<file path="config.mk">
export PLATFORM = sky130hd
export DESIGN_NAME = meter_command_framer_bcc_flat
export DESIGN_NICKNAME = d
export VERILOG_FILES = /design/src/sv/mcf_pkg.sv /design/src/sv/mcf_if.sv /design/src/sv/mcf_front.sv /design/src/sv/mcf_fifo.sv /design/src/sv/mcf_back.sv /design/src/sv/meter_command_framer_bcc.sv /design/src/flat_wrapper.sv
export SDC_FILE = /design/constraint.sdc
export NUM_CORES = 1
export LEC_CHECK = 0
export ABC_AREA = 1
export BUFFER_PORTS_ARGS = -buffer_cell sky130_fd_sc_hd__buf_2
export CORE_MARGIN = 3
export CORE_UTILIZATION = 60
export CTS_CLUSTER_DIAMETER = 200
export DETAILED_ROUTE_END_ITERATION = 10
export GPL_TIMING_DRIVEN = 0
export PLACE_DENSITY_LB_ADDON = 0.25
export SETUP_SLACK_MARGIN = 0.1
export SYNTH_ARGS = -nofsm -noshare
export SYNTH_HDL_FRONTEND = slang
export SYNTH_SLANG_ARGS = --single-unit
export TNS_END_PERCENT = 10
</file>
<file path="constraint.sdc">
create_clock -name i_clk -period 3.5 [get_ports i_clk]
set_input_delay 0.7 -clock i_clk [delete_from_list [all_inputs] [get_ports i_clk]]
set_output_delay 0.7 -clock i_clk [all_outputs]
set_load 0.005 [all_outputs]
</file>
<file path="src/sv/mcf_pkg.sv">
// ----------------------------------------------------------------------------
// mcf_pkg: shared types and constants of the meter command framer
// Character codes, function codes, queue entry type and hex digit encoding.
// ----------------------------------------------------------------------------
package mcf_pkg;

    localparam logic [7:0] CH_SOH    = 8'h01;
    localparam logic [7:0] CH_STX    = 8'h02;
    localparam logic [7:0] CH_ETX    = 8'h03;
    localparam logic [7:0] CH_READ   = 8'h52;
    localparam logic [7:0] CH_WRITE  = 8'h57;
    localparam logic [7:0] CH_LPAREN = 8'h28;
    localparam logic [7:0] CH_RPAREN = 8'h29;

    localparam logic [1:0] FUNC_READ = 2'd0;
    localparam logic [1:0] FUNC_WHDR = 2'd1;
    localparam logic [1:0] FUNC_DATA = 2'd2;
    localparam logic [1:0] FUNC_END  = 2'd3;

    localparam logic [6:0] HDR_INNER = 7'd7;
    localparam logic [6:0] CNT_MAX   = 7'd127;
    localparam logic [3:0] LEN_MAX   = 4'hF;

    localparam int FIFO_DEPTH = 4;
    localparam int FIFO_AW    = $clog2(FIFO_DEPTH);

    // byte positions inside a queued command
    localparam logic [3:0] IDX_LAST_READ  = 4'd9;
    localparam logic [3:0] IDX_LAST_WHDR  = 4'd7;
    localparam logic [3:0] IDX_LAST_CLOSE = 4'd2;

    typedef enum logic [2:0] {
        K_READ,
        K_WHDR,
        K_DATA,
        K_CLOSE,
        K_ABORT
    } t_kind;

    typedef struct packed {
        t_kind       kind;
        logic [15:0] reg_id;
        logic [3:0]  len_nib;
        logic [7:0]  value;    // payload byte or closing BCC
    } t_cmd;

    function automatic logic [7:0] hex_digit(input logic [3:0] v);
        logic [7:0] r;
        if (v < 4'd10) begin
            r = 8'h30 + {4'h0, v};
        end else begin
            r = 8'h37 + {4'h0, v};
        end
        return r;
    endfunction

endpackage

</file>
<file path="src/sv/mcf_if.sv">
// ----------------------------------------------------------------------------
// mcf_if: valid/ready channels of the meter command framer
// Input channel carries commands, output channel carries frame bytes.
// ----------------------------------------------------------------------------
interface mcf_in_if;
    logic        valid;
    logic        ready;
    logic [1:0]  func;
    logic [15:0] reg_id;
    logic [7:0]  read_length;
    logic [7:0]  data_byte;

    modport source (output valid, output func, output reg_id, output read_length,
                    output data_byte, input ready);
    modport sink   (input valid, input func, input reg_id, input read_length,
                    input data_byte, output ready);
endinterface

interface mcf_out_if;
    logic       valid;
    logic       ready;
    logic [7:0] out_byte;
    logic       frame_last;
    logic       abort;

    modport source (output valid, output out_byte, output frame_last, output abort,
                    input ready);
    modport sink   (input valid, input out_byte, input frame_last, input abort,
                    output ready);
endinterface

</file>
<file path="src/sv/mcf_front.sv">
// ----------------------------------------------------------------------------
// mcf_front: command intake and frame tracking
// Accepts commands, keeps the open write frame state and queues work.
// ----------------------------------------------------------------------------
module mcf_front import mcf_pkg::*; #(
    parameter int MAX_FRAME = 64
) (
    input  logic       i_clk,
    input  logic       i_rst_n,
    mcf_in_if.sink     i_in,
    input  logic       i_full,
    output logic       o_push,
    output t_cmd       o_cmd
);

    localparam logic [7:0] LIMIT = 8'(MAX_FRAME);

    logic [7:0] r_bcc,      n_bcc;
    logic [6:0] r_count,    n_count;
    logic       r_in_write, n_in_write;
    logic       r_ovf,      n_ovf;

    logic       accept;
    logic [3:0] len_nib;
    logic [7:0] reg_x;
    logic [6:0] cnt_inc;

    assign i_in.ready = !i_full;
    assign accept     = i_in.valid && !i_full;
    assign len_nib    = (i_in.read_length > {4'h0, LEN_MAX}) ? 4'h0 : i_in.read_length[3:0];
    assign reg_x      = hex_digit(i_in.reg_id[15:12]) ^ hex_digit(i_in.reg_id[11:8])
                      ^ hex_digit(i_in.reg_id[7:4]) ^ hex_digit(i_in.reg_id[3:0]);
    assign cnt_inc    = (r_count < CNT_MAX) ? r_count + 7'd1 : r_count;

    always_comb begin
        n_bcc        = r_bcc;
        n_count      = r_count;
        n_in_write   = r_in_write;
        n_ovf        = r_ovf;
        o_push       = 1'b0;
        o_cmd.kind   = K_DATA;
        o_cmd.reg_id = i_in.reg_id;
        o_cmd.len_nib = len_nib;
        o_cmd.value  = i_in.data_byte;
        if (accept) begin
            unique case (i_in.func)
                FUNC_READ: begin
                    n_bcc      = 8'h00;
                    n_count    = 7'd0;
                    n_in_write = 1'b0;
                    n_ovf      = 1'b0;
                    o_push     = 1'b1;
                    o_cmd.kind = K_READ;
                    o_cmd.value = CH_READ ^ CH_STX ^ reg_x ^ hex_digit(len_nib) ^ CH_ETX;
                end
                FUNC_WHDR: begin
                    n_bcc      = CH_WRITE ^ CH_STX ^ reg_x ^ CH_LPAREN;
                    n_count    = HDR_INNER;
                    n_in_write = 1'b1;
                    n_ovf      = ({1'b0, HDR_INNER} > LIMIT);
                    o_push     = 1'b1;
                    o_cmd.kind = K_WHDR;
                end
                FUNC_DATA: begin
                    if (r_in_write) begin
                        n_bcc   = r_bcc ^ i_in.data_byte;
                        n_count = cnt_inc;
                        if ({1'b0, cnt_inc} > LIMIT) begin
                            n_ovf = 1'b1;
                        end
                        o_push  = 1'b1;
                    end
                end
                FUNC_END: begin
                    if (r_in_write) begin
                        o_push = 1'b1;
                        if (r_ovf || ({1'b0, r_count} + 8'd2 > LIMIT)) begin
                            o_cmd.kind = K_ABORT;
                        end else begin
                            o_cmd.kind  = K_CLOSE;
                            o_cmd.value = r_bcc ^ CH_RPAREN ^ CH_ETX;
                        end
                        n_bcc      = 8'h00;
                        n_count    = 7'd0;
                        n_in_write = 1'b0;
                        n_ovf      = 1'b0;
                    end
                end
                default: ;
            endcase
        end
    end

    always_ff @(posedge i_clk) begin
        if (!i_rst_n) begin
            r_bcc      <= 8'h00;
            r_count    <= 7'd0;
            r_in_write <= 1'b0;
            r_ovf      <= 1'b0;
        end else begin
            r_bcc      <= n_bcc;
            r_count    <= n_count;
            r_in_write <= n_in_write;
            r_ovf      <= n_ovf;
        end
    end

endmodule

</file>
<file path="src/sv/mcf_fifo.sv">
// ----------------------------------------------------------------------------
// mcf_fifo: short command queue between intake and serializer
// Register-based FIFO with simultaneous push and pop.
// ----------------------------------------------------------------------------
module mcf_fifo import mcf_pkg::*; (
    input  logic i_clk,
    input  logic i_rst_n,
    input  logic i_push,
    input  t_cmd i_cmd,
    input  logic i_pop,
    output logic o_full,
    output logic o_empty,
    output t_cmd o_cmd
);

    t_cmd                 r_mem [FIFO_DEPTH];
    logic [FIFO_AW-1:0]   r_wptr, r_rptr;
    logic [FIFO_AW:0]     r_count;
    logic                 do_pop;

    assign o_full  = (r_count == (FIFO_AW+1)'(FIFO_DEPTH));
    assign o_empty = (r_count == '0);
    assign o_cmd   = r_mem[r_rptr];
    assign do_pop  = i_pop && !o_empty;

    always_ff @(posedge i_clk) begin
        if (i_push) begin
            r_mem[r_wptr] <= i_cmd;
        end
    end

    always_ff @(posedge i_clk) begin
        if (!i_rst_n) begin
            r_wptr  <= '0;
            r_rptr  <= '0;
            r_count <= '0;
        end else begin
            if (i_push) begin
                r_wptr <= r_wptr + 1'b1;
            end
            if (do_pop) begin
                r_rptr <= r_rptr + 1'b1;
            end
            case ({i_push, do_pop})
                2'b10:   r_count <= r_count + 1'b1;
                2'b01:   r_count <= r_count - 1'b1;
                default: r_count <= r_count;
            endcase
        end
    end

endmodule

</file>
<file path="src/sv/mcf_back.sv">
// ----------------------------------------------------------------------------
// mcf_back: frame byte serializer
// Walks each queued command byte by byte into a registered output stage.
// ----------------------------------------------------------------------------
module mcf_back import mcf_pkg::*; (
    input  logic       i_clk,
    input  logic       i_rst_n,
    input  logic       i_empty,
    input  t_cmd       i_cmd,
    output logic       o_pop,
    mcf_out_if.source  o_out
);

    logic [3:0] r_idx;
    logic       r_valid;
    logic [7:0] r_byte;
    logic       r_last;
    logic       r_abort;

    logic       advance;
    logic [3:0] last_idx;
    logic [7:0] sel_byte;
    logic       sel_last;
    logic       sel_abort;

    assign advance = !i_empty && (!r_valid || o_out.ready);
    assign o_pop   = advance && (r_idx == last_idx);

    always_comb begin
        last_idx  = 4'd0;
        sel_byte  = 8'h00;
        sel_last  = 1'b0;
        sel_abort = 1'b0;
        case (i_cmd.kind)
            K_READ, K_WHDR: begin
                last_idx = (i_cmd.kind == K_READ) ? IDX_LAST_READ : IDX_LAST_WHDR;
                case (r_idx)
                    4'd0:    sel_byte = CH_SOH;
                    4'd1:    sel_byte = (i_cmd.kind == K_READ) ? CH_READ : CH_WRITE;
                    4'd2:    sel_byte = CH_STX;
                    4'd3:    sel_byte = hex_digit(i_cmd.reg_id[15:12]);
                    4'd4:    sel_byte = hex_digit(i_cmd.reg_id[11:8]);
                    4'd5:    sel_byte = hex_digit(i_cmd.reg_id[7:4]);
                    4'd6:    sel_byte = hex_digit(i_cmd.reg_id[3:0]);
                    4'd7:    sel_byte = (i_cmd.kind == K_READ) ? hex_digit(i_cmd.len_nib)
                                                              : CH_LPAREN;
                    4'd8:    sel_byte = CH_ETX;
                    default: begin
                        sel_byte = i_cmd.value;
                        sel_last = 1'b1;
                    end
                endcase
            end
            K_DATA: begin
                sel_byte = i_cmd.value;
            end
            K_CLOSE: begin
                last_idx = IDX_LAST_CLOSE;
                case (r_idx)
                    4'd0:    sel_byte = CH_RPAREN;
                    4'd1:    sel_byte = CH_ETX;
                    default: begin
                        sel_byte = i_cmd.value;
                        sel_last = 1'b1;
                    end
                endcase
            end
            K_ABORT: begin
                sel_last  = 1'b1;
                sel_abort = 1'b1;
            end
            default: ;
        endcase
    end

    always_ff @(posedge i_clk) begin
        if (!i_rst_n) begin
            r_idx   <= 4'd0;
            r_valid <= 1'b0;
        end else begin
            if (advance) begin
                r_valid <= 1'b1;
                r_idx   <= o_pop ? 4'd0 : r_idx + 4'd1;
            end else if (o_out.ready) begin
                r_valid <= 1'b0;
            end
        end
    end

    // payload stage holds until the next byte is loaded
    always_ff @(posedge i_clk) begin
        if (advance) begin
            r_byte  <= sel_byte;
            r_last  <= sel_last;
            r_abort <= sel_abort;
        end
    end

    assign o_out.valid      = r_valid;
    assign o_out.out_byte   = r_byte;
    assign o_out.frame_last = r_last;
    assign o_out.abort      = r_abort;

endmodule

</file>
<file path="src/sv/meter_command_framer_bcc.sv">
// ----------------------------------------------------------------------------
// meter_command_framer_bcc: meter command frame builder with BCC
// Turns read, write-header, payload and end commands into wire bytes.
// ----------------------------------------------------------------------------
// Usage:
//   i_in carries one command per transaction (func, reg_id, read_length,
//   data_byte); o_out carries one frame byte per transaction, with
//   frame_last on the BCC or abort byte and abort on an overflowed frame.
//   A read request yields 10 bytes, a write header 8, a payload byte 1 and
//   an end of write 3 (or a single abort byte). Commands with nothing to
//   send (payload or end with no open frame) are absorbed.
//   The intake tracks the frame and queues work in a 4-entry queue; the
//   serializer sends one byte per cycle while o_out is not stalled, so
//   payload streams at one command per cycle and a header goes out byte
//   by byte. A command's first byte passes the queue, then the registered
//   output stage. i_in.ready drops only while the queue is full, so commands
//   keep being taken while the output is stalled until the queue fills.
//   Reset empties the queue, closes any open frame and clears o_out.valid.
// ----------------------------------------------------------------------------
module meter_command_framer_bcc import mcf_pkg::*; #(
    parameter int MAX_FRAME = 64
) (
    input  logic       i_clk,
    input  logic       i_rst_n,
    mcf_in_if.sink     i_in,
    mcf_out_if.source  o_out
);

    logic push, pop, full, empty;
    t_cmd push_cmd, head_cmd;

    mcf_front #(.MAX_FRAME(MAX_FRAME)) u_front (
        .i_clk   (i_clk),
        .i_rst_n (i_rst_n),
        .i_in    (i_in),
        .i_full  (full),
        .o_push  (push),
        .o_cmd   (push_cmd)
    );

    mcf_fifo u_fifo (
        .i_clk   (i_clk),
        .i_rst_n (i_rst_n),
        .i_push  (push),
        .i_cmd   (push_cmd),
        .i_pop   (pop),
        .o_full  (full),
        .o_empty (empty),
        .o_cmd   (head_cmd)
    );

    mcf_back u_back (
        .i_clk   (i_clk),
        .i_rst_n (i_rst_n),
        .i_empty (empty),
        .i_cmd   (head_cmd),
        .o_pop   (pop),
        .o_out   (o_out)
    );

endmodule

</file>
<file path="src/flat_wrapper.sv">
// flat-port wrapper written by rule: the top's interface ports become plain ports
module meter_command_framer_bcc_flat import mcf_pkg::*;
#(
    parameter int MAX_FRAME = 64
)
  (i_clk, i_rst_n, i_in_valid, i_in_func, i_in_reg_id, i_in_read_length, i_in_data_byte, i_in_ready, o_out_valid, o_out_out_byte, o_out_frame_last, o_out_abort, o_out_ready);
  mcf_in_if i_in_i ();
  mcf_out_if o_out_i ();
  input  logic i_clk;
  input  logic i_rst_n;
  input wire logic [$bits(i_in_i.valid)-1:0] i_in_valid;
  input wire logic [$bits(i_in_i.func)-1:0] i_in_func;
  input wire logic [$bits(i_in_i.reg_id)-1:0] i_in_reg_id;
  input wire logic [$bits(i_in_i.read_length)-1:0] i_in_read_length;
  input wire logic [$bits(i_in_i.data_byte)-1:0] i_in_data_byte;
  output wire logic [$bits(i_in_i.ready)-1:0] i_in_ready;
  output wire logic [$bits(o_out_i.valid)-1:0] o_out_valid;
  output wire logic [$bits(o_out_i.out_byte)-1:0] o_out_out_byte;
  output wire logic [$bits(o_out_i.frame_last)-1:0] o_out_frame_last;
  output wire logic [$bits(o_out_i.abort)-1:0] o_out_abort;
  input wire logic [$bits(o_out_i.ready)-1:0] o_out_ready;
  assign i_in_i.valid = i_in_valid;
  assign i_in_i.func = i_in_func;
  assign i_in_i.reg_id = i_in_reg_id;
  assign i_in_i.read_length = i_in_read_length;
  assign i_in_i.data_byte = i_in_data_byte;
  assign i_in_ready = i_in_i.ready;
  assign o_out_valid = o_out_i.valid;
  assign o_out_out_byte = o_out_i.out_byte;
  assign o_out_frame_last = o_out_i.frame_last;
  assign o_out_abort = o_out_i.abort;
  assign o_out_i.ready = o_out_ready;
  meter_command_framer_bcc #(.MAX_FRAME(MAX_FRAME)) u_core (.i_clk(i_clk), .i_rst_n(i_rst_n), .i_in(i_in_i), .o_out(o_out_i));
endmodule
</file>
==> Implementation_results.wiki, run 1 <==
{| class="wikitable"
! Metric !! Value
|-
| Path category of the worst min-delay check || register to register
|-
| Area occupied by multi-input gates || 0.00406 mm2
|-
| ANT cells || 0
|-
| FF+latch count, synth || 165
|-
| R2r worst-path depth || 15
|-
| Post-synth net total || 1,243
|-
| Maximum number of pins on one net before global-route repair || 29
|-
| Post-Layout Cell Count || 1,473
|-
| Final setup margin || 543 ps
|-
| Area share of the largest cell type after synthesis || 0.426
|-
| Launching instance or port of the critical path || u_core.u_fifo.r_count[1]
|-
| Fraction of layout cells with a size suffix above 1 || 0.127
|-
| Max Used Layer || met4
|-
| Horizontal extent of the die || 131 um
|-
| Count of port buffers added during placement || 48
|-
| Total Routing Usage GR || 0.252
|-
| Count of nets left with antenna violations after detail routing || 0
|-
| Drt pass-1 iters || 5
|-
| Seq/Total Area, Yosys || 0.492
|-
| Switching part of the total || 0.374
|-
| Summed instance area of the synthesized netlist || 0.00944 mm2
|-
| Layout-stage area growth over the synthesis result || 12.9%
|-
| Syn_area_per_cell || 8.02 um2
|-
| Drt via density || 5.35
|-
| Actual transition at the worst max-transition pin || 639 ps
|-
| Cell Count Post-Placement || 1,441
|-
| Estimated wirelength of the detail-placed design || 15.8 mm
|-
| Worst path required time || 3810 ps
|-
| Max-capacitance violation count || 0
|-
| Arrival time at the worst endpoint || 3260 ps
|-
| Placer Congestion || 0.924
|-
| Critical Path Sink Type || register
|-
| Clock transition at the register clock pins on the worst setup and hold paths after CTS || 70 ps
|-
| First-pass GRT wire length || 34.8 mm
|-
| Most used flip-flop cell after synthesis || edfxtp_1
|-
| Count of pins on the block boundary || 50
|-
| EDFF count, synth || 134
|-
| Clock latency of the later-clocked register in the worst-skew pair || 420 ps
|-
| Launching point of the worst reg2reg path || u_core.u_fifo.r_count[1]
|-
| Routed wire length per instance || 14.6 um
|-
| Type of element launching the critical path || register
|-
| H-tree level count || 4
|-
| Overall die height || 131 um
|-
| Core ar. || 0.0153 mm2
|-
| Total met3 wirelength after detailed routing || 1.58 mm
|-
| Vias in the first global route || 7,285
|-
| Num CTS Buffers || 17
|-
| Maximum vdd ir drop || 0.375 mV
|-
| Share of flip-flops with an asynchronous set or reset after synthesis || 0
|-
| Number of pins with negative max-slew slack in the final report || 0
|-
| Num rows || 45
|-
| Worst setup slack after placement || 312 ps
|-
| Distinct cell type count after synthesis || 51
|-
| Clk network pwr share || 0.262
|-
| Main area contributors after synthesis || edfxtp_1 43%, nand2_1 15%, dfxtp_1 6.6%
|-
| Cell type with the largest total area after synthesis || edfxtp_1
|-
| Post-CTS Repair Setup Buffers || 0
|-
| Iteration-0 DRC Markers || 593
|-
| Reported net switching power || 2.60 mW
|-
| Die footprint || 0.0173 mm2
|-
| Power density relative to cell area || 650 mW/mm2
|-
| Clock tree buffer depth || 2
|-
| Worst clock skew || 8.38 ps
|-
| Ratio of final minimum period to clock period || 0.845
|-
| Slack of the worst reg-to-reg path || 540 ps
|-
| Clk Tree Root Cell || clkbuf_16
|-
| Final Setup Violations || 0
|-
| Grt ovf || 0
|-
| Top-count cell post-synth || nand2_1
|-
| Synth warn || 0
|-
| Detailed-route DRC error count || 0
|-
| Clock net sink count || 165
|-
| Number of hold buffers added after CTS || 0
|-
| Initial cell density of the core || 0.617
|-
| RSZ-0062 raised after global routing || false
|-
| R2r endpoint || u_core.u_fifo.r_count[2]
|-
| Number of hold violations in the final report || 0
|-
| Post-cts sizing count || 0
|-
| Worst setup path end || u_core.u_fifo.r_count[2]
|-
| CTS tree || yes
|-
| Met1 wire length || 9.31 mm
|-
| Status || completed
|-
| Total via count after detailed routing || 7,884
|-
| Met2 wirelength from detailed routing || 10.0 mm
|-
| Max Freq || 338 MHz
|-
| # nets final || 1,314
|-
| Mapped Cells || 1,178
|-
| Static power due to leakage || 4.77 nW
|-
| Combinational fraction of design power || 0.378
|-
| Filler cell count in the final layout || 1,222
|-
| Source of the worst hold timing path || u_core.u_front.r_ovf
|-
| Worst slew margin relative to its limit || 0.574
|-
| Critical path class || register to register
|-
| Sequential share of power || 0.361
|-
| Final Critical Period || 2960 ps
|-
| Internal power || 4.34 mW
|-
| Routed WL || 21.5 mm
|-
| Initial antenna violation count || 0
|-
| FF+latch area || 0.00464 mm2
|-
| Max FO, Critical Path || 13
|-
| Most frequent cells after synthesis || 377 x nand2_1, 138 x inv_1, 134 x edfxtp_1
|}
critical path, cell delays in order (launching register included):
cell	delay, ps
dfxtp_1	340
inv_1	90
nand3_1	130
o21ai_0	240
inv_1	430
nand3_1	150
nor2_2	130
nand2_2	140
inv_1	100
ha_1	140
inv_1	70
fa_1	410
a21oi_1	150
o21ai_0	110
o21ai_0	160
a21oi_1	50
cell families after synthesis:
| kind of cell | synth area share |
|---|---|
| compound gates | 0.0927 |
| xor+xnor | 0.00742 |
| fa+ha+maj | 0.0366 |
| buf+inv | 0.0819 |
| flops | 0.492 |
| simple gates | 0.290 |
worst min-delay path by stage:
stage | to | slack (ps) | depth (start not counted)
floorplan | u_core.u_front.r_ovf | 430 | 2
global placement | u_core.u_front.r_ovf | 440 | 2
detailed placement | u_core.u_front.r_ovf | 450 | 2
CTS | u_core.u_front.r_ovf | 460 | 2
global route | u_core.u_front.r_ovf | 480 | 2
finish | u_core.u_front.r_ovf | 460 | 2
metrics by stage:
stage / utilization / power, mW / setup TNS, ps / instance area, um2 / hold slack, ps
6_report: 0.696 / 6.93 / 0 / 10700 / 459
5_1_grt: 0.696 / 7.39 / 0 / 10700 / 475
4_1_cts: 0.696 / 6.94 / 0 / 10700 / 461
3_5_place_dp: 0.658 / 5.12 / 0 / 10100 / 452
3_3_place_gp: 0.650 / 5.02 / -108310 / 9950 / 441
2_1_floorplan: - / 4.42 / 0 / 9440 / 430
power groups by stage:
stage | registers (mW) | clock network, mW | logic, mW
floorplan | 2.54 | 0 | 1.88
global placement | 2.54 | 0 | 2.48
detailed placement | 2.54 | 0 | 2.58
CTS | 2.50 | 1.83 | 2.60
global route | 2.52 | 1.92 | 2.95
finish | 2.50 | 1.81 | 2.62
placed cells by master, fill, tap and decap left out, types with 3 or more instances in the layout:
master | netlist | routed
nand3_1 | 101 | 101
buf_2 | 10 | 58
clkinvlp_4 | 0 | 3
edfxtp_1 | 134 | 134
buf_6 | 7 | 7
clkbuf_1 | 5 | 6
buf_4 | 8 | 8
clkinv_4 | 0 | 3
inv_1 | 138 | 138
nor2_2 | 5 | 5
o21ai_0 | 55 | 55
o21ai_2 | 5 | 5
o21ai_1 | 9 | 9
xor2_1 | 4 | 4
xnor2_1 | 4 | 4
nand2_1 | 377 | 377
a22oi_1 | 4 | 4
nand4_1 | 15 | 15
nand2_2 | 18 | 18
nand3b_1 | 6 | 6
clkbuf_16 | 0 | 17
inv_2 | 6 | 6
a21oi_1 | 62 | 62
o211ai_1 | 4 | 4
buf_16 | 0 | 3
nor2_1 | 105 | 101
clkinv_2 | 0 | 3
o22ai_1 | 3 | 3
dfxtp_1 | 31 | 31
nor2_4 | 4 | 8
nor3_1 | 4 | 4
ha_1 | 26 | 26
flip-flops by register name, indices dropped and copies added, names as in the netlist, named ones only:
name	count
u_core.u_back.r_idx	4
u_core.u_front.r_bcc	8
u_core.u_back.o_out.abort	1
u_core.u_back.o_out.out_byte	8
u_core.u_fifo.r_mem	124
u_core.u_front.r_count	7
u_core.u_back.o_out.valid	1
u_core.u_back.o_out.frame_last	1
u_core.u_fifo.r_wptr	2
u_core.u_front.r_in_write	1
u_core.u_fifo.r_rptr	2
u_core.u_fifo.r_count	3
u_core.u_front.r_ovf	1
routing by layer:
metal	up-vias	track usage
met1	3551	0.328
li1	4013	-
met5	-	0
met4	0	0.120
met2	273	0.407
met3	47	0.0502
cell type report:
cell class / instances / area share
clock inverters: 14 / 0.0143
flip-flops and latches: 165 / 0.436
multi-input cells: 834 / 0.380
well taps: 211 / 0.0248
inverters: 147 / 0.0520
repair buffers: 52 / 0.0322
clock buffers: 18 / 0.0402
plain buffers: 32 / 0.0205
(Power assumes the default switching activity.)
==> run 2: changes to the inputs <==
- clock period: 3.5 -> 2.74 ns (I/O delays scaled with it)
==> Implementation_results.wiki, run 2 (synthesized netlist as in run 1, its figures left out) <==
{| class="wikitable"
! Metric !! Value
|-
| Actual transition at the worst max-transition pin || 650 ps (+11.5 ps)
|-
| Count of port buffers added during placement || 48 (unchanged)
|-
| Ratio of final minimum period to clock period || 0.954 (+0.110)
|-
| Routed wire length per instance || 15.0 um (+3.2%)
|-
| Global-route layer with the greatest usage || met2
|-
| First-pass GRT wire length || 35.2 mm (+1.2%)
|-
| Worst path required time || 3050 ps (-760 ps)
|-
| Grt ovf || 0 (unchanged)
|-
| # nets final || 1,332 (+1.4%)
|-
| CTS tree || yes
|-
| Initial cell density of the core || 0.617 (unchanged)
|-
| Clock latency of the later-clocked register in the worst-skew pair || 420 ps (about the same)
|-
| Final Util || 0.710 (+0.0142)
|-
| Num rows || 45 (unchanged)
|-
| Total Routing Usage GR || 0.255 (+0.00273)
|-
| Status || completed
|-
| Clock transition at the register clock pins on the worst setup and hold paths after CTS || 60 ps (about the same)
|-
| Count of pins on the block boundary || 50 (unchanged)
|-
| ANT cells || 0 (unchanged)
|-
| Placer Congestion || 0.924 (unchanged)
|-
| Arrival time at the worst endpoint || 2920 ps (-340 ps)
|-
| Routed WL || 22.4 mm (+4.4%)
|-
| Routing usage on met1 || 0.331 (+0.00331)
|-
| Detailed-route DRC error count || 0 (unchanged)
|-
| Max-capacitance violation count || 0 (unchanged)
|-
| Maximum vdd ir drop || 0.537 mV (+43%)
|-
| Worst slew margin relative to its limit || 0.562 (-0.0122)
|-
| Power density relative to cell area || 856 mW/mm2 (+32%)
|-
| Global routing met3 resource utilization || 0.0494 (-0.000766)
|-
| Critical path class || register to register
|-
| Clock tree buffer depth || 2 (unchanged)
|-
| Critical Path Sink Type || register
|-
| Drt via density || 5.43 (+1.4%)
|-
| Overall die height || 131 um (unchanged)
|-
| Number of pins with negative max-slew slack in the final report || 0 (unchanged)
|-
| Clk Tree Root Cell || clkbuf_16
|-
| Fraction of layout cells with a size suffix above 1 || 0.150 (+0.0232)
|-
| Maximum number of pins on one net before global-route repair || 29 (unchanged)
|-
| Max Freq || 382 MHz (+13%)
|-
| Count of nets left with antenna violations after detail routing || 0 (unchanged)
|-
| Commonest non-fill, non-tap cell in the layout || nand2_1
|-
| Type of element launching the critical path || register
|-
| Horizontal extent of the die || 131 um (unchanged)
|-
| Die footprint || 0.0173 mm2 (unchanged)
|-
| Worst clock skew || 8.11 ps (-0.269 ps)
|-
| Fin area || 0.0109 mm2 (+2.0%)
|-
| Iteration-0 DRC Markers || 684 (+15%)
|-
| Layout-stage area growth over the synthesis result || 15.2%
|-
| Worst hold margin || 364 ps (-95.5 ps)
|-
| Number of hold violations in the final report || 0 (unchanged)
|-
| RSZ-0062 raised after global routing || true
|-
| Final Setup Violations || 0 (unchanged)
|-
| Drt pass-1 iters || 6 (+1)
|-
| Number of flip-flops under the largest register name || 124 (unchanged)
|-
| Global routing met2 resource utilization || 0.412 (+0.00516)
|-
| Cell Area, Placed || 0.0101 mm2 (unchanged)
|-
| H-tree level count || 4 (unchanged)
|-
| Total via count after detailed routing || 8,091 (+2.6%)
|-
| Cell Count Post-Placement || 1,441 (unchanged)
|-
| Path category of the worst min-delay check || input pin to register
|-
| Register bank with the most flops || u_core.u_fifo.r_mem
|-
| Initial antenna violation count || 0 (unchanged)
|-
| Clock net sink count || 165 (unchanged)
|-
| Num CTS Buffers || 17 (unchanged)
|-
| Max FO, Critical Path || 10 (-3)
|-
| Estimated wirelength of the detail-placed design || 15.8 mm (unchanged)
|-
| Core ar. || 0.0153 mm2 (unchanged)
|-
| Static power due to leakage || 4.88 nW (+2.1%)
|-
| Post-Layout Cell Count || 1,491 (+1.2%)
|-
| Final Critical Period || 2620 ps (-342 ps)
|-
| Highest-count cells in the layout ignoring fill and taps || 376 x nand2_1, 134 x edfxtp_1, 133 x inv_1
|-
| Vias in the first global route || 7,341 (+0.77%)
|}
[run 2: repair_timing]
item / CTS / global route
endpoints found under the setup margin: 2 / 4
pin swaps: 6 / 9
hold endpoints to repair: 0 / 0
setup buffers: 10 / 8
hold buffers: 0 / 0
gates resized for setup: 11 / 19
[run 2: report_power, final]
part	total [mW]	switching, mW	internal, mW
sequential	3.20	0.0965	3.10
clock	2.33	0.980	1.35
combinational	3.79	2.44	1.34
[run 2: path summary, 6_finish.rpt]
kind / from / endpoint / slack (ps) / depth (start not counted)
worst max-delay path: register / u_core.u_fifo.r_count[2] / 120 / 19
worst min-delay path: i_in_reg_id[7] / u_core.u_fifo.r_mem[3][19] / 360 / 1
worst max register to register: register / u_core.u_fifo.r_count[2] / 120 / 19
worst min register to register: u_core.u_front.r_ovf / u_core.u_front.r_ovf / 460 / 2
[run 2: stage by stage]
stage | total power, mW | TNS (ps) | worst slack [ps]
2_1_floorplan | 5.65 | -38500 | -311
5_1_grt | 9.87 | -45.2 | -45.2
4_1_cts | 9.04 | 0 | 124
3_3_place_gp | 6.41 | -184240 | -1540
3_5_place_dp | 6.54 | -579 | -296
6_report | 9.31 | 0 | 125
[run 2: area by class of cell]
class	instances	area (um2)
plain buffers	32	230
clock buffers	18	429
clock inverters	14	153
fillers	1190	4430
inverters	147	563
multi-input cells	834	4110
flip-flops and latches	165	4650
well taps	211	264
repair buffers	70	482
[run 2: metal layers]
metal,wire (um),vias up
met5,0,-
met1,9480,3663
met3,1730,57
met2,10600,311
met4,642,0
li1,-,4060
[run 2: worst max-delay path: stages, from the launching register on]
cell and delay (ps):
dfxtp_2 320, buf_6 130, inv_4 110, nand2_1 80
nand3_1 130, nand2_4 110, nand2_4 110, inv_2 70
nand3_1 100, nand3_2 100, nor2_4 140, nand2_4 70
inv_2 70, ha_4 140, inv_4 40, fa_2 400
a21oi_2 150, o21ai_2 70, o21ai_1 130, a21oi_1 50
==> run 3: changes to the inputs <==
- PLACE_DENSITY_LB_ADDON: 0.25 -> 0.05
- SKIP_LAST_GASP: default -> 1
- SYNTH_HIERARCHICAL: default -> 1
==> Implementation_results.wiki, run 3 <==
{| class="wikitable"
! Metric !! Value
|-
| Clk Tree Root Cell || clkbuf_16
|-
| Area share of the largest cell type after synthesis || 0.429 (+0.00261)
|-
| Detailed-route DRC error count || 0 (unchanged)
|-
| Max-capacitance violation count || 0 (unchanged)
|-
| Die footprint || 0.0172 mm2 (-0.58%)
|-
| # nets final || 1,298 (-2.6%)
|-
| Final Util || 0.714 (+0.00385)
|-
| H-tree level count || 4 (unchanged)
|-
| Number of hold violations in the final report || 0 (unchanged)
|-
| Worst setup slack after placement || -657 ps (-362 ps)
|-
| Grt ovf || 0 (unchanged)
|-
| Worst path required time || 3070 ps (+20 ps)
|-
| Ratio of final minimum period to clock period || 1.03 (+0.0732)
|-
| Number of flip-flops under the largest register name || 124 (unchanged)
|-
| Critical path class || register to register
|-
| Horizontal extent of the die || 131 um (-0.29%)
|-
| Estimated wirelength of the detail-placed design || 15.4 mm (-2.9%)
|-
| Most used flip-flop cell after synthesis || edfxtp_1
|-
| Initial cell density of the core || 0.615 (-0.00150)
|-
| Highest-count cells in the layout ignoring fill and taps || 285 x nand2_1, 137 x inv_1, 134 x nor2_1, 134 x edfxtp_1, 65 x nand3_1
|-
| EDFF count, synth || 134 (unchanged)
|-
| Register bank with the most flops || u_core/u_fifo/r_mem
|-
| Summed instance area of the synthesized netlist || 0.00939 mm2 (-0.61%)
|-
| Placer Congestion || 0.904 (-2.1%)
|-
| Actual transition at the worst max-transition pin || 747 ps (+97.0 ps)
|-
| Count of pins on the block boundary || 50 (unchanged)
|-
| Status || finished with violations
|-
| Violations in the final reports || setup timing
|-
| Cell Area, Placed || 0.00996 mm2 (-1.2%)
|-
| RSZ-0062 raised after global routing || true
|-
| Initial antenna violation count || 0 (unchanged)
|-
| Routed WL || 21.8 mm (-2.6%)
|-
| Layout-stage area growth over the synthesis result || 16.1%
|-
| Num CTS Buffers || 17 (unchanged)
|-
| Clock latency of the later-clocked register in the worst-skew pair || 430 ps (about the same)
|-
| Count of nets left with antenna violations after detail routing || 0 (unchanged)
|-
| Final Setup Violations || 1 (+1)
|-
| Number of hold buffers added after CTS || 0 (unchanged)
|-
| Core ar. || 0.0153 mm2 (-0.37%)
|-
| Final Critical Period || 2820 ps (+201 ps)
|-
| Cell Count Post-Placement || 1,404 (-2.6%)
|-
| Cell type with the largest total area after synthesis || edfxtp_1
|-
| Synth warn || 6 (+6)
|-
| Fin area || 0.0109 mm2 (+0.17%)
|-
| Number of pins with negative max-slew slack in the final report || 0 (unchanged)
|-
| Arrival time at the worst endpoint || 3150 ps (+230 ps)
|-
| Maximum number of pins on one net before global-route repair || 32 (+10%)
|-
| Seq/Total Area, Yosys || 0.495 (+0.00302)
|-
| Filler cell count in the final layout || 1,183 (-0.59%)
|-
| Drt pass-1 iters || 5 (-1)
|-
| Routed wire length per instance || 15.0 um (-0.38%)
|-
| Path category of the worst min-delay check || input pin to register
|-
| Type of element launching the critical path || register
|-
| FF+latch count, synth || 165 (unchanged)
|-
| Critical Path Sink Type || register
|-
| Post-Layout Cell Count || 1,457 (-2.3%)
|-
| Count of port buffers added during placement || 49 (+2.1%)
|-
| Top-count cell post-synth || nand2_1
|-
| Share of flip-flops with an asynchronous set or reset after synthesis || 0 (unchanged)
|-
| Commonest non-fill, non-tap cell in the layout || nand2_1
|-
| Power density relative to cell area || 763 mW/mm2 (-11%)
|-
| Syn_area_per_cell || 8.22 um2 (+2.5%)
|-
| Worst slew margin relative to its limit || 0.501 (-0.0611)
|-
| ANT cells || 0 (unchanged)
|-
| Fraction of layout cells with a size suffix above 1 || 0.174 (+0.0242)
|-
| CTS tree || yes
|-
| Vias in the first global route || 7,149 (-2.6%)
|-
| Total Routing Usage GR || 0.262 (+0.00753)
|-
| Maximum vdd ir drop || 0.461 mV (-14%)
|-
| Drt via density || 5.39 (-0.61%)
|-
| Worst clock skew || 12.7 ps (+4.64 ps)
|-
| Overall die height || 131 um (-0.29%)
|-
| Final setup margin || -75.6 ps (-201 ps)
|-
| Distinct cell type count after synthesis || 44 (-14%)
|-
| Mapped Cells || 1,142 (-3.1%)
|-
| Post-synth net total || 1,207 (-2.9%)
|-
| First-pass GRT wire length || 34.5 mm (-2.1%)
|-
| Main area contributors after synthesis || edfxtp_1 43%, nand2_1 12%, dfxtp_1 6.6%
|-
| Clock transition at the register clock pins on the worst setup and hold paths after CTS || 60 ps (about the same)
|-
| Max Freq || 355 MHz (-7.1%)
|-
| Clock tree buffer depth || 2 (unchanged)
|-
| Static power due to leakage || 4.82 nW (-1.1%)
|-
| Total via count after detailed routing || 7,858 (-2.9%)
|-
| Max FO, Critical Path || 6 (-4)
|-
| Fin Setup TNS || -75.6 ps (-75.6 ps)
|-
| Clock net sink count || 165 (unchanged)
|-
| Num rows || 45 (unchanged)
|-
| Iteration-0 DRC Markers || 561 (-18%)
|-
| Most frequent cells after synthesis || 290 x nand2_1, 145 x inv_1, 138 x nor2_1
|}
-- run 3: changes by cell type in the layout (fill, tap and decap cells not counted), moves of 8 or more --
cell,previous run,this run
nand2_1,376,285
nand3_1,100,65
nor2_1,100,134
o21ai_1,11,42
o22ai_1,3,29
a21oi_1,61,42
buf_4,26,39
o21ai_0,52,61
nor2_2,5,13
-- run 3: through the flow --
step,hold slack (ps),power (mW)
finish,399,8.31
global route,429,8.84
CTS,383,8.18
detailed placement,447,5.70
global placement,439,5.65
floorplan,429,4.99
-- run 3: per-layer routing --
| layer | global-route usage | part of all wire | up-vias |
|---|---|---|---|
| li1 | - | - | 3953 |
| met1 | 0.344 | 0.43 | 3591 |
| met2 | 0.436 | 0.48 | 271 |
| met3 | 0.0490 | 0.065 | 43 |
| met4 | 0.0956 | 0.024 | 0 |
| met5 | 0 | 0 | - |
-- run 3: logic make-up after synthesis --
| family | after synthesis | share of synthesized area |
|---|---|---|
| adder cells (fa/ha/maj) | 27 | 0.0368 |
| AO/OA/AOI/OAI | 198 | 0.116 |
| buffers and inverters | 200 | 0.0997 |
| AND/OR/NAND/NOR | 541 | 0.242 |
| flip-flops | 165 | 0.495 |
| XOR/XNOR | 11 | 0.0103 |
-- run 3: path summary, 6_finish.rpt --
kind,start,end,slack (ps),cells past startpoint
max,register,u_core/u_fifo/r_count[2],-80,23
min,o_out_ready,u_core/u_back/o_out.valid,400,4
max reg2reg,register,u_core/u_fifo/r_count[2],-80,23
min reg2reg,u_core/u_front/r_ovf,u_core/u_front/r_ovf,460,2
-- run 3: cell type report --
cell class | count | area [um2] | area share
sequential | 165 | 4650 | 0.427
multi-input combinational | 777 | 3920 | 0.359
inverter | 158 | 624 | 0.0573
clock buffer | 22 | 495 | 0.0455
timing repair buffer | 72 | 478 | 0.0439
buffer | 42 | 377 | 0.0346
tap | 211 | 264 | 0.0242
clock inverter | 10 | 95.1 | 0.00872
-- run 3: worst max-delay path, cell delays in order (launching register included) --
cell and delay [ps]:
dfxtp_2 330, buf_8 150, clkinv_8 70, buf_12 130, o21ai_4 180, o22ai_4 130, nor2_4 170, nand2_2 90
nand2_1 70, nand2_1 60, nor2_1 80, nand2_1 100, inv_2 100, nand2_2 70, inv_2 90, ha_4 150
inv_4 40, fa_2 360, inv_1 60, nand2_1 50, nand3_2 70, nand2_1 50, nand2_1 60, nor2_1 40
-- run 3: where the power goes --
group	internal (mW)	switching, mW	leakage [nW]	total (mW)
sequential	3.04	0.0907	1.48	3.13
combinational	1.03	1.84	3.05	2.87
clock	1.38	0.928	0.296	2.31
-- run 3: timing repair --
action	in CTS	in global routing
buffers inserted	11	9
pin swaps	8	11
endpoints found under the setup margin	65	73
resized for setup	33	19
